`src/caa_pkg.sv`:
```
// Shared types and constants for the coolant alarm annunciator.
`default_nettype none
package caa_pkg;

	typedef enum logic [1:0] {
		ACT_TICK  = 2'd0,
		ACT_START = 2'd1,
		ACT_BLINK = 2'd2,
		ACT_STOP  = 2'd3
	} action_t;

	typedef enum logic [2:0] {
		SND_SILENT  = 3'd0,
		SND_SINGLE  = 3'd1,
		SND_DOUBLE  = 3'd2,
		SND_TRIPLE  = 3'd3,
		SND_BUS_ERR = 3'd4,
		SND_CHIME   = 3'd5,
		SND_START   = 3'd6
	} sound_mode_t;

	typedef enum logic [1:0] {
		LED_OFF    = 2'd0,
		LED_BLINK  = 2'd1,
		LED_STEADY = 2'd2,
		LED_SINGLE = 2'd3
	} led_mode_t;

	typedef enum logic {
		REG_WARMUP = 1'b0,
		REG_FAN    = 1'b1
	} reg_idx_t;

	localparam int TEMP_W  = 9;
	localparam int TONE_W  = 11;
	localparam int ADDR_W  = 3;
	localparam int DATA_W  = 32;

	localparam logic signed [TEMP_W-1:0] WARMUP_RESET = 9'sd45;
	localparam logic signed [TEMP_W-1:0] FAN_RESET    = 9'sd98;

	localparam logic [TONE_W-1:0] TONE_SINGLE  = 11'd1838;
	localparam logic [TONE_W-1:0] TONE_DOUBLE  = 11'd1919;
	localparam logic [TONE_W-1:0] TONE_TRIPLE  = 11'd2004;
	localparam logic [TONE_W-1:0] TONE_BUS_ERR = 11'd300;
	localparam logic [TONE_W-1:0] TONE_START   = 11'd1500;
	localparam logic [TONE_W-1:0] TONE_CHIME1  = 11'd1600;
	localparam logic [TONE_W-1:0] TONE_CHIME2  = 11'd1700;
	localparam logic [TONE_W-1:0] TONE_CHIME3  = 11'd1800;

	localparam logic [5:0] WAIT_BEEP         = 6'd2;
	localparam logic [5:0] WAIT_GAP          = 6'd1;
	localparam logic [5:0] WAIT_SINGLE_PAUSE = 6'd40;
	localparam logic [5:0] WAIT_DOUBLE_PAUSE = 6'd37;
	localparam logic [5:0] WAIT_TRIPLE_PAUSE = 6'd20;
	localparam logic [5:0] WAIT_ERR_PAUSE    = 6'd20;
	localparam logic [5:0] WAIT_ERR_BEEP     = 6'd1;
	localparam logic [3:0] LED_HALF_PERIOD   = 4'd8;
	localparam logic [3:0] LED_FLASH         = 4'd1;

	typedef struct packed {
		sound_mode_t              sound_mode;
		led_mode_t                led_mode;
		logic [2:0]               pulse_index;
		logic [5:0]               sound_wait;
		logic [3:0]               led_wait;
		logic signed [TEMP_W-1:0] prev_temp;
		logic                     buzzer;
		logic [TONE_W-1:0]        tone;
		logic                     led;
	} caa_state_t;

	typedef struct packed {
		action_t                  action;
		logic signed [TEMP_W-1:0] coolant_temp;
		logic                     bus_error;
		logic                     cycle_active;
	} caa_item_t;

	typedef struct packed {
		logic signed [TEMP_W-1:0] warmup_temp;
		logic signed [TEMP_W-1:0] fan_temp;
	} caa_cfg_t;

endpackage
`default_nettype wire

```
`src/caa_in_if.sv`:
```
// Input word channel of the annunciator.
`default_nettype none
interface caa_in_if;
	import caa_pkg::*;
	logic                     valid;
	logic                     ready;
	action_t                  action;
	logic signed [TEMP_W-1:0] coolant_temp;
	logic                     bus_error;
	logic                     cycle_active;

	modport source (output valid, action, coolant_temp, bus_error, cycle_active, input ready);
	modport sink (input valid, action, coolant_temp, bus_error, cycle_active, output ready);
endinterface
`default_nettype wire

```
`src/caa_out_if.sv`:
```
// Result word channel of the annunciator.
`default_nettype none
interface caa_out_if;
	import caa_pkg::*;
	logic              valid;
	logic              ready;
	logic              buzzer_on;
	logic [TONE_W-1:0] tone_hz;
	logic              led_on;

	modport source (output valid, buzzer_on, tone_hz, led_on, input ready);
	modport sink (input valid, buzzer_on, tone_hz, led_on, output ready);
endinterface
`default_nettype wire

```
`src/caa_step.sv`:
```
// Next-state logic of the annunciator for one input word.
`default_nettype none
module caa_step (
	input  caa_pkg::caa_state_t cur,
	input  caa_pkg::caa_item_t  item,
	input  caa_pkg::caa_cfg_t   cfg,
	output caa_pkg::caa_state_t nxt
);
	import caa_pkg::*;

	logic signed [TEMP_W+1:0] t_x, w_x, f_x;

	assign t_x = (TEMP_W+2)'(item.coolant_temp);
	assign w_x = (TEMP_W+2)'(cfg.warmup_temp);
	assign f_x = (TEMP_W+2)'(cfg.fan_temp);

	always_comb begin
		caa_state_t        s;
		logic [2:0]        beep_n;
		logic [TONE_W-1:0] beep_hz;
		logic [5:0]        beep_pause;
		s          = cur;
		beep_n     = 3'd2;
		beep_hz    = TONE_DOUBLE;
		beep_pause = WAIT_DOUBLE_PAUSE;
		unique case (item.action)
			ACT_TICK: begin
				if (item.cycle_active) begin
					// classify
					if (item.bus_error) begin
						s.sound_mode = SND_BUS_ERR;
					end else if (!(s.sound_mode == SND_CHIME || s.sound_mode == SND_START ||
							s.led_mode == LED_SINGLE)) begin
						if (t_x < w_x) begin
							s.sound_mode = SND_SILENT; s.led_mode = LED_STEADY;
						end else if (t_x < f_x - 11'sd6) begin
							s.sound_mode = SND_SILENT; s.led_mode = LED_OFF;
						end else if (t_x >= f_x - 11'sd3 && t_x < f_x) begin
							s.sound_mode = SND_SILENT; s.led_mode = LED_BLINK;
						end else if (t_x == f_x) begin
							s.sound_mode = SND_SINGLE; s.led_mode = LED_BLINK;
						end else if (t_x == f_x + 11'sd1) begin
							s.sound_mode = SND_DOUBLE; s.led_mode = LED_BLINK;
						end else if (t_x > f_x + 11'sd1) begin
							s.sound_mode = SND_TRIPLE; s.led_mode = LED_STEADY;
						end else begin
							s.sound_mode = SND_SILENT; s.led_mode = LED_OFF;
						end
					end
					// warm-up chime on a rise onto the warm-up value
					if (cur.prev_temp < cfg.warmup_temp && item.coolant_temp == cfg.warmup_temp)
						s.sound_mode = SND_CHIME;
					s.prev_temp = item.coolant_temp;

					// pattern shape for the double and triple beep modes, from the mode just chosen
					if (s.sound_mode == SND_TRIPLE) begin
						beep_n     = 3'd3;
						beep_hz    = TONE_TRIPLE;
						beep_pause = WAIT_TRIPLE_PAUSE;
					end

					// sound pattern step
					if (s.sound_mode != SND_SILENT && s.sound_wait != 6'd0) begin
						s.sound_wait = s.sound_wait - 6'd1;
					end else begin
						unique case (s.sound_mode)
							SND_SINGLE: begin
								if (!s.buzzer) begin
									s.buzzer = 1'b1; s.tone = TONE_SINGLE; s.sound_wait = WAIT_BEEP;
								end else begin
									s.buzzer = 1'b0; s.tone = '0; s.sound_wait = WAIT_SINGLE_PAUSE;
								end
							end
							SND_DOUBLE, SND_TRIPLE: begin
								if (!s.buzzer && s.pulse_index >= 3'd1 && s.pulse_index <= beep_n) begin
									s.buzzer = 1'b1; s.tone = beep_hz; s.sound_wait = WAIT_BEEP;
								end else if (s.buzzer && s.pulse_index >= 3'd1 &&
										s.pulse_index < beep_n) begin
									s.buzzer = 1'b0; s.tone = '0; s.sound_wait = WAIT_GAP;
									s.pulse_index = s.pulse_index + 3'd1;
								end else begin
									s.buzzer = 1'b0; s.tone = '0; s.sound_wait = beep_pause;
									s.pulse_index = 3'd1;
								end
							end
							SND_BUS_ERR: begin
								if (!s.buzzer) begin
									s.buzzer = 1'b1; s.tone = TONE_BUS_ERR; s.sound_wait = WAIT_ERR_BEEP;
								end else begin
									s.buzzer = 1'b0; s.tone = '0; s.sound_wait = WAIT_ERR_PAUSE;
								end
							end
							SND_CHIME: begin
								if (!s.buzzer) begin
									s.buzzer = 1'b1; s.tone = TONE_CHIME1; s.sound_wait = WAIT_BEEP;
									s.pulse_index = 3'd2;
								end else if (s.pulse_index == 3'd2) begin
									s.tone = TONE_CHIME2; s.sound_wait = WAIT_BEEP;
									s.pulse_index = 3'd3;
								end else if (s.pulse_index == 3'd3) begin
									s.tone = TONE_CHIME3; s.sound_wait = WAIT_BEEP;
									s.pulse_index = 3'd4;
								end else begin
									s.buzzer = 1'b0; s.tone = '0; s.pulse_index = 3'd1;
									s.sound_mode = SND_SILENT;
								end
							end
							SND_START: begin
								if (!s.buzzer) begin
									s.buzzer = 1'b1; s.tone = TONE_START; s.sound_wait = WAIT_BEEP;
								end else begin
									s.buzzer = 1'b0; s.tone = '0; s.sound_mode = SND_SILENT;
								end
							end
							default: begin
								s.buzzer = 1'b0; s.tone = '0;
							end
						endcase
					end

					// LED pattern step
					unique case (s.led_mode)
						LED_BLINK: begin
							if (s.led_wait != 4'd0) begin
								s.led_wait = s.led_wait - 4'd1;
							end else begin
								s.led = ~s.led; s.led_wait = LED_HALF_PERIOD;
							end
						end
						LED_STEADY: s.led = 1'b1;
						LED_SINGLE: begin
							if (s.led_wait != 4'd0) begin
								s.led_wait = s.led_wait - 4'd1;
							end else if (!s.led) begin
								s.led = 1'b1; s.led_wait = LED_FLASH;
							end else begin
								s.led = 1'b0; s.led_mode = LED_OFF;
							end
						end
						default: s.led = 1'b0;
					endcase
				end
			end
			ACT_START: s.sound_mode = SND_START;
			ACT_BLINK: begin
				if (s.led_mode == LED_OFF) s.led_mode = LED_SINGLE;
			end
			default: begin
				s.sound_mode = SND_SILENT; s.led_mode = LED_OFF;
				s.buzzer = 1'b0; s.tone = '0; s.led = 1'b0;
			end
		endcase
		nxt = s;
	end
endmodule
`default_nettype wire

```
`src/coolant_alarm_annunciator_unit.sv`:
```
// Top level of the coolant alarm annunciator: input stage, state, result stage, APB registers.
`default_nettype none
// The annunciator takes one word per clock while its results are taken. A word
// goes into an input register, is applied to the buzzer/LED state by the
// next-state logic, and its result lands in the result register once the result
// slot is free, where it is held until taken. Sustained rate is one word per
// cycle while no result stalls, set by the combinational state update between the
// two registers; the input side keeps accepting while a result waits, as long as
// the input register is empty or can hand its word on. Every word returns exactly
// one result: the buzzer level, the tone frequency in Hz (0 when silent) and the
// LED level after that word. The warm-up and fan temperatures sit at APB byte
// addresses 0 and 4 (9-bit signed, read back sign-extended); write them only
// while no word is in flight.
module coolant_alarm_annunciator_unit (
	input  wire                            clk,
	input  wire                            arst_n,
	caa_in_if.sink                         din,
	caa_out_if.source                      dout,
	input  wire                            psel,
	input  wire                            penable,
	input  wire                            pwrite,
	input  wire  [caa_pkg::ADDR_W-1:0]     paddr,
	input  wire  [caa_pkg::DATA_W-1:0]     pwdata,
	output logic [caa_pkg::DATA_W-1:0]     prdata,
	output logic                           pready
);
	import caa_pkg::*;

	caa_cfg_t   cfg_q;
	caa_state_t state_q;
	caa_state_t state_nxt;
	caa_item_t  item_s1;
	logic       valid_s1;
	logic       valid_s2;
	logic       buzzer_s2;
	logic [TONE_W-1:0] tone_s2;
	logic       led_s2;
	logic       advance_s1;
	logic       cfg_wr;
	reg_idx_t   cfg_sel;

	// ---- configuration registers ----
	assign pready  = 1'b1;
	assign cfg_sel = reg_idx_t'(paddr[2]);
	assign cfg_wr  = psel && penable && pwrite && pready;

	always_ff @(posedge clk or negedge arst_n) begin
		if (!arst_n) begin
			cfg_q.warmup_temp <= WARMUP_RESET;
			cfg_q.fan_temp    <= FAN_RESET;
		end else if (cfg_wr) begin
			unique case (cfg_sel)
				REG_WARMUP: cfg_q.warmup_temp <= $signed(pwdata[TEMP_W-1:0]);
				REG_FAN:    cfg_q.fan_temp    <= $signed(pwdata[TEMP_W-1:0]);
				default:    ;
			endcase
		end
	end

	// read back sign-extended
	always_comb begin
		unique case (cfg_sel)
			REG_FAN: prdata = DATA_W'(cfg_q.fan_temp);
			default: prdata = DATA_W'(cfg_q.warmup_temp);
		endcase
	end

	// ---- handshake: input register hands on when the result slot is free ----
	assign advance_s1 = valid_s1 && (!valid_s2 || dout.ready);
	assign din.ready  = !valid_s1 || advance_s1;

	always_ff @(posedge clk or negedge arst_n) begin
		if (!arst_n) begin
			valid_s1 <= 1'b0;
		end else if (din.ready) begin
			valid_s1 <= din.valid;
		end
	end

	// capture the incoming word; payload needs no reset
	always_ff @(posedge clk) begin
		if (din.valid && din.ready) begin
			item_s1.action       <= din.action;
			item_s1.coolant_temp <= din.coolant_temp;
			item_s1.bus_error    <= din.bus_error;
			item_s1.cycle_active <= din.cycle_active;
		end
	end

	// ---- state update ----
	caa_step u_step (
		.cur  (state_q),
		.item (item_s1),
		.cfg  (cfg_q),
		.nxt  (state_nxt)
	);

	// advance the annunciator state once per word
	always_ff @(posedge clk or negedge arst_n) begin
		if (!arst_n) begin
			state_q.sound_mode  <= SND_SILENT;
			state_q.led_mode    <= LED_OFF;
			state_q.pulse_index <= 3'd1;
			state_q.sound_wait  <= '0;
			state_q.led_wait    <= '0;
			state_q.prev_temp   <= '0;
			state_q.buzzer      <= 1'b0;
			state_q.tone        <= '0;
			state_q.led         <= 1'b0;
		end else if (advance_s1) begin
			state_q <= state_nxt;
		end
	end

	// ---- result register ----
	always_ff @(posedge clk or negedge arst_n) begin
		if (!arst_n) begin
			valid_s2 <= 1'b0;
		end else if (advance_s1) begin
			valid_s2 <= 1'b1;
		end else if (dout.ready) begin
			valid_s2 <= 1'b0;
		end
	end

	// hold the result until taken
	always_ff @(posedge clk) begin
		if (advance_s1) begin
			buzzer_s2 <= state_nxt.buzzer;
			tone_s2   <= state_nxt.tone;
			led_s2    <= state_nxt.led;
		end
	end

	assign dout.valid     = valid_s2;
	assign dout.buzzer_on = buzzer_s2;
	assign dout.tone_hz   = tone_s2;
	assign dout.led_on    = led_s2;

endmodule
`default_nettype wire

```
`src/flat_wrapper.sv`:
```
// flat-port wrapper written by rule: the top's interface ports become plain ports
module coolant_alarm_annunciator_unit_flat import caa_pkg::*;
  (clk, arst_n, psel, penable, pwrite, paddr, pwdata, prdata, pready, din_valid, din_action, din_coolant_temp, din_bus_error, din_cycle_active, din_ready, dout_valid, dout_buzzer_on, dout_tone_hz, dout_led_on, dout_ready);
  caa_in_if din_i ();
  caa_out_if dout_i ();
  input  wire clk;
  input  wire arst_n;
  input  wire psel;
  input  wire penable;
  input  wire pwrite;
  input  wire  [caa_pkg::ADDR_W-1:0] paddr;
  input  wire  [caa_pkg::DATA_W-1:0] pwdata;
  output logic [caa_pkg::DATA_W-1:0] prdata;
  output logic pready;
  input wire logic [$bits(din_i.valid)-1:0] din_valid;
  input wire logic [$bits(din_i.action)-1:0] din_action;
  input wire logic [$bits(din_i.coolant_temp)-1:0] din_coolant_temp;
  input wire logic [$bits(din_i.bus_error)-1:0] din_bus_error;
  input wire logic [$bits(din_i.cycle_active)-1:0] din_cycle_active;
  output wire logic [$bits(din_i.ready)-1:0] din_ready;
  output wire logic [$bits(dout_i.valid)-1:0] dout_valid;
  output wire logic [$bits(dout_i.buzzer_on)-1:0] dout_buzzer_on;
  output wire logic [$bits(dout_i.tone_hz)-1:0] dout_tone_hz;
  output wire logic [$bits(dout_i.led_on)-1:0] dout_led_on;
  input wire logic [$bits(dout_i.ready)-1:0] dout_ready;
  assign din_i.valid = din_valid;
  assign din_i.action = din_action;
  assign din_i.coolant_temp = din_coolant_temp;
  assign din_i.bus_error = din_bus_error;
  assign din_i.cycle_active = din_cycle_active;
  assign din_ready = din_i.ready;
  assign dout_valid = dout_i.valid;
  assign dout_buzzer_on = dout_i.buzzer_on;
  assign dout_tone_hz = dout_i.tone_hz;
  assign dout_led_on = dout_i.led_on;
  assign dout_i.ready = dout_ready;
  coolant_alarm_annunciator_unit u_core (.clk(clk), .arst_n(arst_n), .din(din_i), .dout(dout_i), .psel(psel), .penable(penable), .pwrite(pwrite), .paddr(paddr), .pwdata(pwdata), .prdata(prdata), .pready(pready));
endmodule
```
`config.mk`:
```
export PLATFORM = sky130hd
export DESIGN_NAME = coolant_alarm_annunciator_unit_flat
export DESIGN_NICKNAME = d
export VERILOG_FILES = /design/src/caa_pkg.sv /design/src/caa_in_if.sv /design/src/caa_out_if.sv /design/src/caa_step.sv /design/src/coolant_alarm_annunciator_unit.sv /design/src/flat_wrapper.sv
export SDC_FILE = /design/constraint.sdc
export NUM_CORES = 1
export LEC_CHECK = 0
export ABC_AREA = 1
export ABC_CLOCK_PERIOD_IN_PS = 9300
export BUFFER_PORTS_ARGS = -buffer_cell sky130_fd_sc_hd__buf_4
export CAP_MARGIN = 30
export CORE_MARGIN = 2
export CORE_UTILIZATION = 63
export CTS_CLUSTER_SIZE = 28
export DETAILED_ROUTE_END_ITERATION = 7
export GPL_ROUTABILITY_DRIVEN = 1
export PLACE_DENSITY = 0.95
export SLEW_MARGIN = 20
export SYNTH_ARGS = -nofsm -noshare
export SYNTH_HDL_FRONTEND = slang
export SYNTH_SLANG_ARGS = --single-unit
```
`constraint.sdc`:
```
create_clock -name clk -period 9.3 [get_ports clk]
set_input_delay 1.86 -clock clk [delete_from_list [all_inputs] [get_ports clk]]
set_output_delay 1.86 -clock clk [all_outputs]
set_load 0.005 [all_outputs]
```
==> summary.txt <==
GRT
  • First-pass GRT wire length: 26,000 um
  • Vias in the first global route: 5,762
  • Largest net degree at the start of global routing: 61
  • Global Route Usage Sum: between 20% and 30%
  • Grt total ovfl: 0
  • Antenna violations before repair: 0

Timing
  • Final min period: 5240 ps
  • Final setup viols: 0
  • Worst Tran Pin Value: 860 ps
  • Relative slew margins: 42.3%
  • WHS: 496 ps
  • Final period utilization: 56.3%
  • Final Hold Fails: 0
  • RSZ-0062 raised after global routing: no
  • Fin. max-slew vios: 0
  • Clock Skews: 8.89 ps
  • Max Fclk: around 190 MHz
  • Setup TNS: 0 ps
  • Final WS setup: 4060 ps

Detailed routing
  • Met3 WL: 1180 um
  • DRT iter0 DRCs: 444
  • # DRC: 0
  • Final ANT Viol Nets: 0
  • Highest metal used: met4
  • Routed wire per std cell: between 10 and 15 um
  • Via-per-instance ratio: 5.67
  • Met2 wire length: roughly 7300 um
  • DRT Pass-1 Iters: 7
  • Met1 Routed Length: between 6000 and 7000 um
  • Vias post-DR: roughly 6,100
  • Routed WL: approximately 16,000 um

Placed design
  • Port Buf Inserts: 76
  • Placed Instances: 1,066
  • Setup WS pre-CTS: 4210 ps
  • HPWL after DPL: 11,500 um
  • Routability congestion estimate: 0.904

Logic synthesis
  • Post-synthesis cell count: ~900
  • Synth Cell Area: 0.00669 sq mm
  • FF+latch count, synth: 86
  • Post-Syn Nets: around 1,000
  • Mean Syn Cell Area: 7.47 sq um
  • YS warnings: 0
  • Number of synthesized flops with an enable pin: 26
  • Netlist cell types: 49
  • Sequential area share after synthesis: 34.3%
  • Top_reg_cell synth: dfrtp_1
  • Async set-or-reset flop fraction in the synthesized netlist: 69.8%

Finish
  • Final net count: 1,066
  • N_diodes: 0
  • Layout area overhead: 10.3%
  • Filler-free cell count of the finished design: 1,082
  • Fraction of layout cells with a size suffix above 1: between 10% and 20%
  • Fillers: 776
  • Fin util: 71.4%

Worst setup path
  • Crit path top cell by count: nand2_1
  • CP max stage delay: 460 ps
  • Crit-path max FO: 10
  • Req. time, crit path: 9410 ps
  • Crit path arrival time: 5350 ps
  • Crit end category: register
  • Slowest-stage cell, CP: dfrtp_1
  • Kind of critical path: reg2reg
  • CP startpoint kind: register

CTS
  • Clock Latency Late Sink: 380 ps
  • Clock root cell: clkbuf_8
  • Post-CTS resize count: 0
  • Clock buffer depth: 2
  • CTS tree: done
  • Clk slew on worst S/H paths: 100 ps
  • Hold buffers post-CTS: 0
  • Post-CTS setup buffers: 0
  • Inserted Clock Buffers: 9
  • H-tree Lvls: 3
  • Clock tree sinks: 86

Die
  • Die X: 107 um
  • Die area: 0.0115 sq mm
  • Initial Util: 64.8%
  • Core ar.: 0.0103 sq mm
  • Die height: 107 um
  • Ports: 103
  • Row cnt: 37

Power and ir drop
  • Pleak: 3.85 nW
  • Peak supply drop: between 0.1 and 0.15 mV
  • P per Cell Area: 204 mW/mm^2

Run
  • Max-Cap Viols: 0

Status
  • Run status: completed

Worst hold path
  • HP Class: reg2reg
## sequential cells by signal, summed over array words and instances (netlist names)
| signal | count |
|---|---|
| u_core.valid_s1 | 1 |
| u_core.cfg_q | 18 |
| u_core.item_s1 | 13 |
| u_core.dout.tone_hz | 11 |
| u_core.dout.valid | 1 |
| u_core.dout.buzzer_on | 1 |
| u_core.dout.led_on | 1 |
| u_core.state_q | 40 |
## cell usage after synthesis (2+ instances only)
library cell  count  share of area [%]
or2_2             2               0.19
edfxtp_1         26                 12
o2111ai_1         3               0.39
nand3b_1          2               0.22
nor2_2            4               0.37
ha_1             70                 13
inv_1            96                5.4
clkbuf_1         14               0.79
nand3_1          40                3.0
buf_4            24                2.7
o21ai_1           3               0.22
nand3_2           5               0.75
a21oi_1          43                3.2
nand3_4           2               0.52
inv_2            14               0.79
o21ai_0          56                4.2
o211ai_2          2               0.37
dfstp_2           8                3.1
o211ai_1          6               0.67
dfrtp_1          52                 19
o21ai_2           5               0.65
nor2_4            5               0.84
nand4_1          16                1.5
a21o_1            2               0.22
nor2_1           54                3.0
nand2_2           5               0.47
o21a_1            2               0.22
o31ai_1           2               0.22
nand2_1         275                 15
clkinv_1          8               0.45
nor3_1           11               0.82
xor2_1           19                2.5
buf_2             3               0.22
## critical path: cells and delay by family, from the launching register on
family	cells	cell delay (ps)
AO/OA/AOI/OAI	6	1040
flip-flops	1	460
AND/OR/NAND/NOR	17	2190
adder cells (fa/ha/maj)	3	810
buffers and inverters	5	470
## cell usage in the layout, fill, tap and decap left out, types with 5 or more instances in the layout
| cell type | Yosys | final |
|---|---|---|
| a21oi_1 | 43 | 43 |
| buf_4 | 24 | 77 |
| clkbuf_8 | 0 | 9 |
| clkinv_1 | 8 | 8 |
| dfrtp_1 | 52 | 52 |
| dfstp_2 | 8 | 8 |
| edfxtp_1 | 26 | 26 |
| ha_1 | 70 | 70 |
| inv_1 | 96 | 96 |
| inv_2 | 14 | 14 |
| nand2_1 | 275 | 275 |
| nand2_2 | 5 | 5 |
| nand3_1 | 40 | 40 |
| nand3_2 | 5 | 5 |
| nand4_1 | 16 | 16 |
| nor2_1 | 54 | 54 |
| nor2_4 | 5 | 5 |
| nor3_1 | 11 | 11 |
| o211ai_1 | 6 | 6 |
| o21ai_0 | 56 | 55 |
| o21ai_2 | 5 | 5 |
| xor2_1 | 19 | 19 |
## worst paths after layout
check | startpoint | end | slack (ps) | cells past startpoint
setup / recovery | u_core.cfg_q[2]$_DFFE_PN0P_ | u_core.dout.tone_hz[6]$_DFFE_PP_ | 4060 | 31
hold / removal | u_core.state_q[14]$_DFFE_PN0P_ | u_core.state_q[14]$_DFFE_PN0P_ | 500 | 2
setup reg to reg | u_core.cfg_q[2]$_DFFE_PN0P_ | u_core.dout.tone_hz[6]$_DFFE_PP_ | 4060 | 31
hold reg to reg | u_core.state_q[14]$_DFFE_PN0P_ | u_core.state_q[14]$_DFFE_PN0P_ | 500 | 2
max in group asynchronous | arst_n | u_core.state_q[23]$_DFFE_PN0P_ | 7200 | 1
min in group asynchronous | arst_n | u_core.cfg_q[2]$_DFFE_PN0P_ | 1540 | 1
## where the power goes
| group | internal, mW | total [mW] | switching [mW] |
|---|---|---|---|
| registers | 0.473 | 0.540 | 0.0675 |
| clock network | 0.106 | 0.271 | 0.165 |
| logic | 0.264 | 0.695 | 0.431 |
| total | 0.843 | 1.51 | 0.664 |
## metrics by stage
step           area, sq um  power (mW)
2_1_floorplan         6690        1.06
3_3_place_gp          7180        1.19
3_5_place_dp          7180        1.22
4_1_cts               7380        1.50
5_1_grt               7380        1.62
6_report              7380        1.51
## routing by layer
layer	up-vias	global-route usage, %
met1	2815	38.0
met4	0	10.6
met3	44	5.11
met5	-	0
li1	2991	-
met2	281	45.7
## layout make-up
type                       instances  area (sq um)  area share [%]
multi-input combinational        649          3690            50.1
sequential                        86          2290            31.1
timing repair buffer              77           578            7.84
inverter                         118           443            6.01
tap                              136           170            2.31
clock buffer                       9           124            1.68
clock inverter                     7          75.1            1.02
## cells by family after synthesis
kind of cell             share of synthesized area (%)
AO/OA/AOI/OAI                                     11.5
XOR/XNOR                                          2.49
adder cells (fa/ha/maj)                           13.1
buffers and inverters                             10.5
flip-flops                                        34.3
multiplexers                                     0.168
other                                           0.0561
AND/OR/NAND/NOR                                   27.9
No activity file was read; power rests on OpenSTA's default activity.
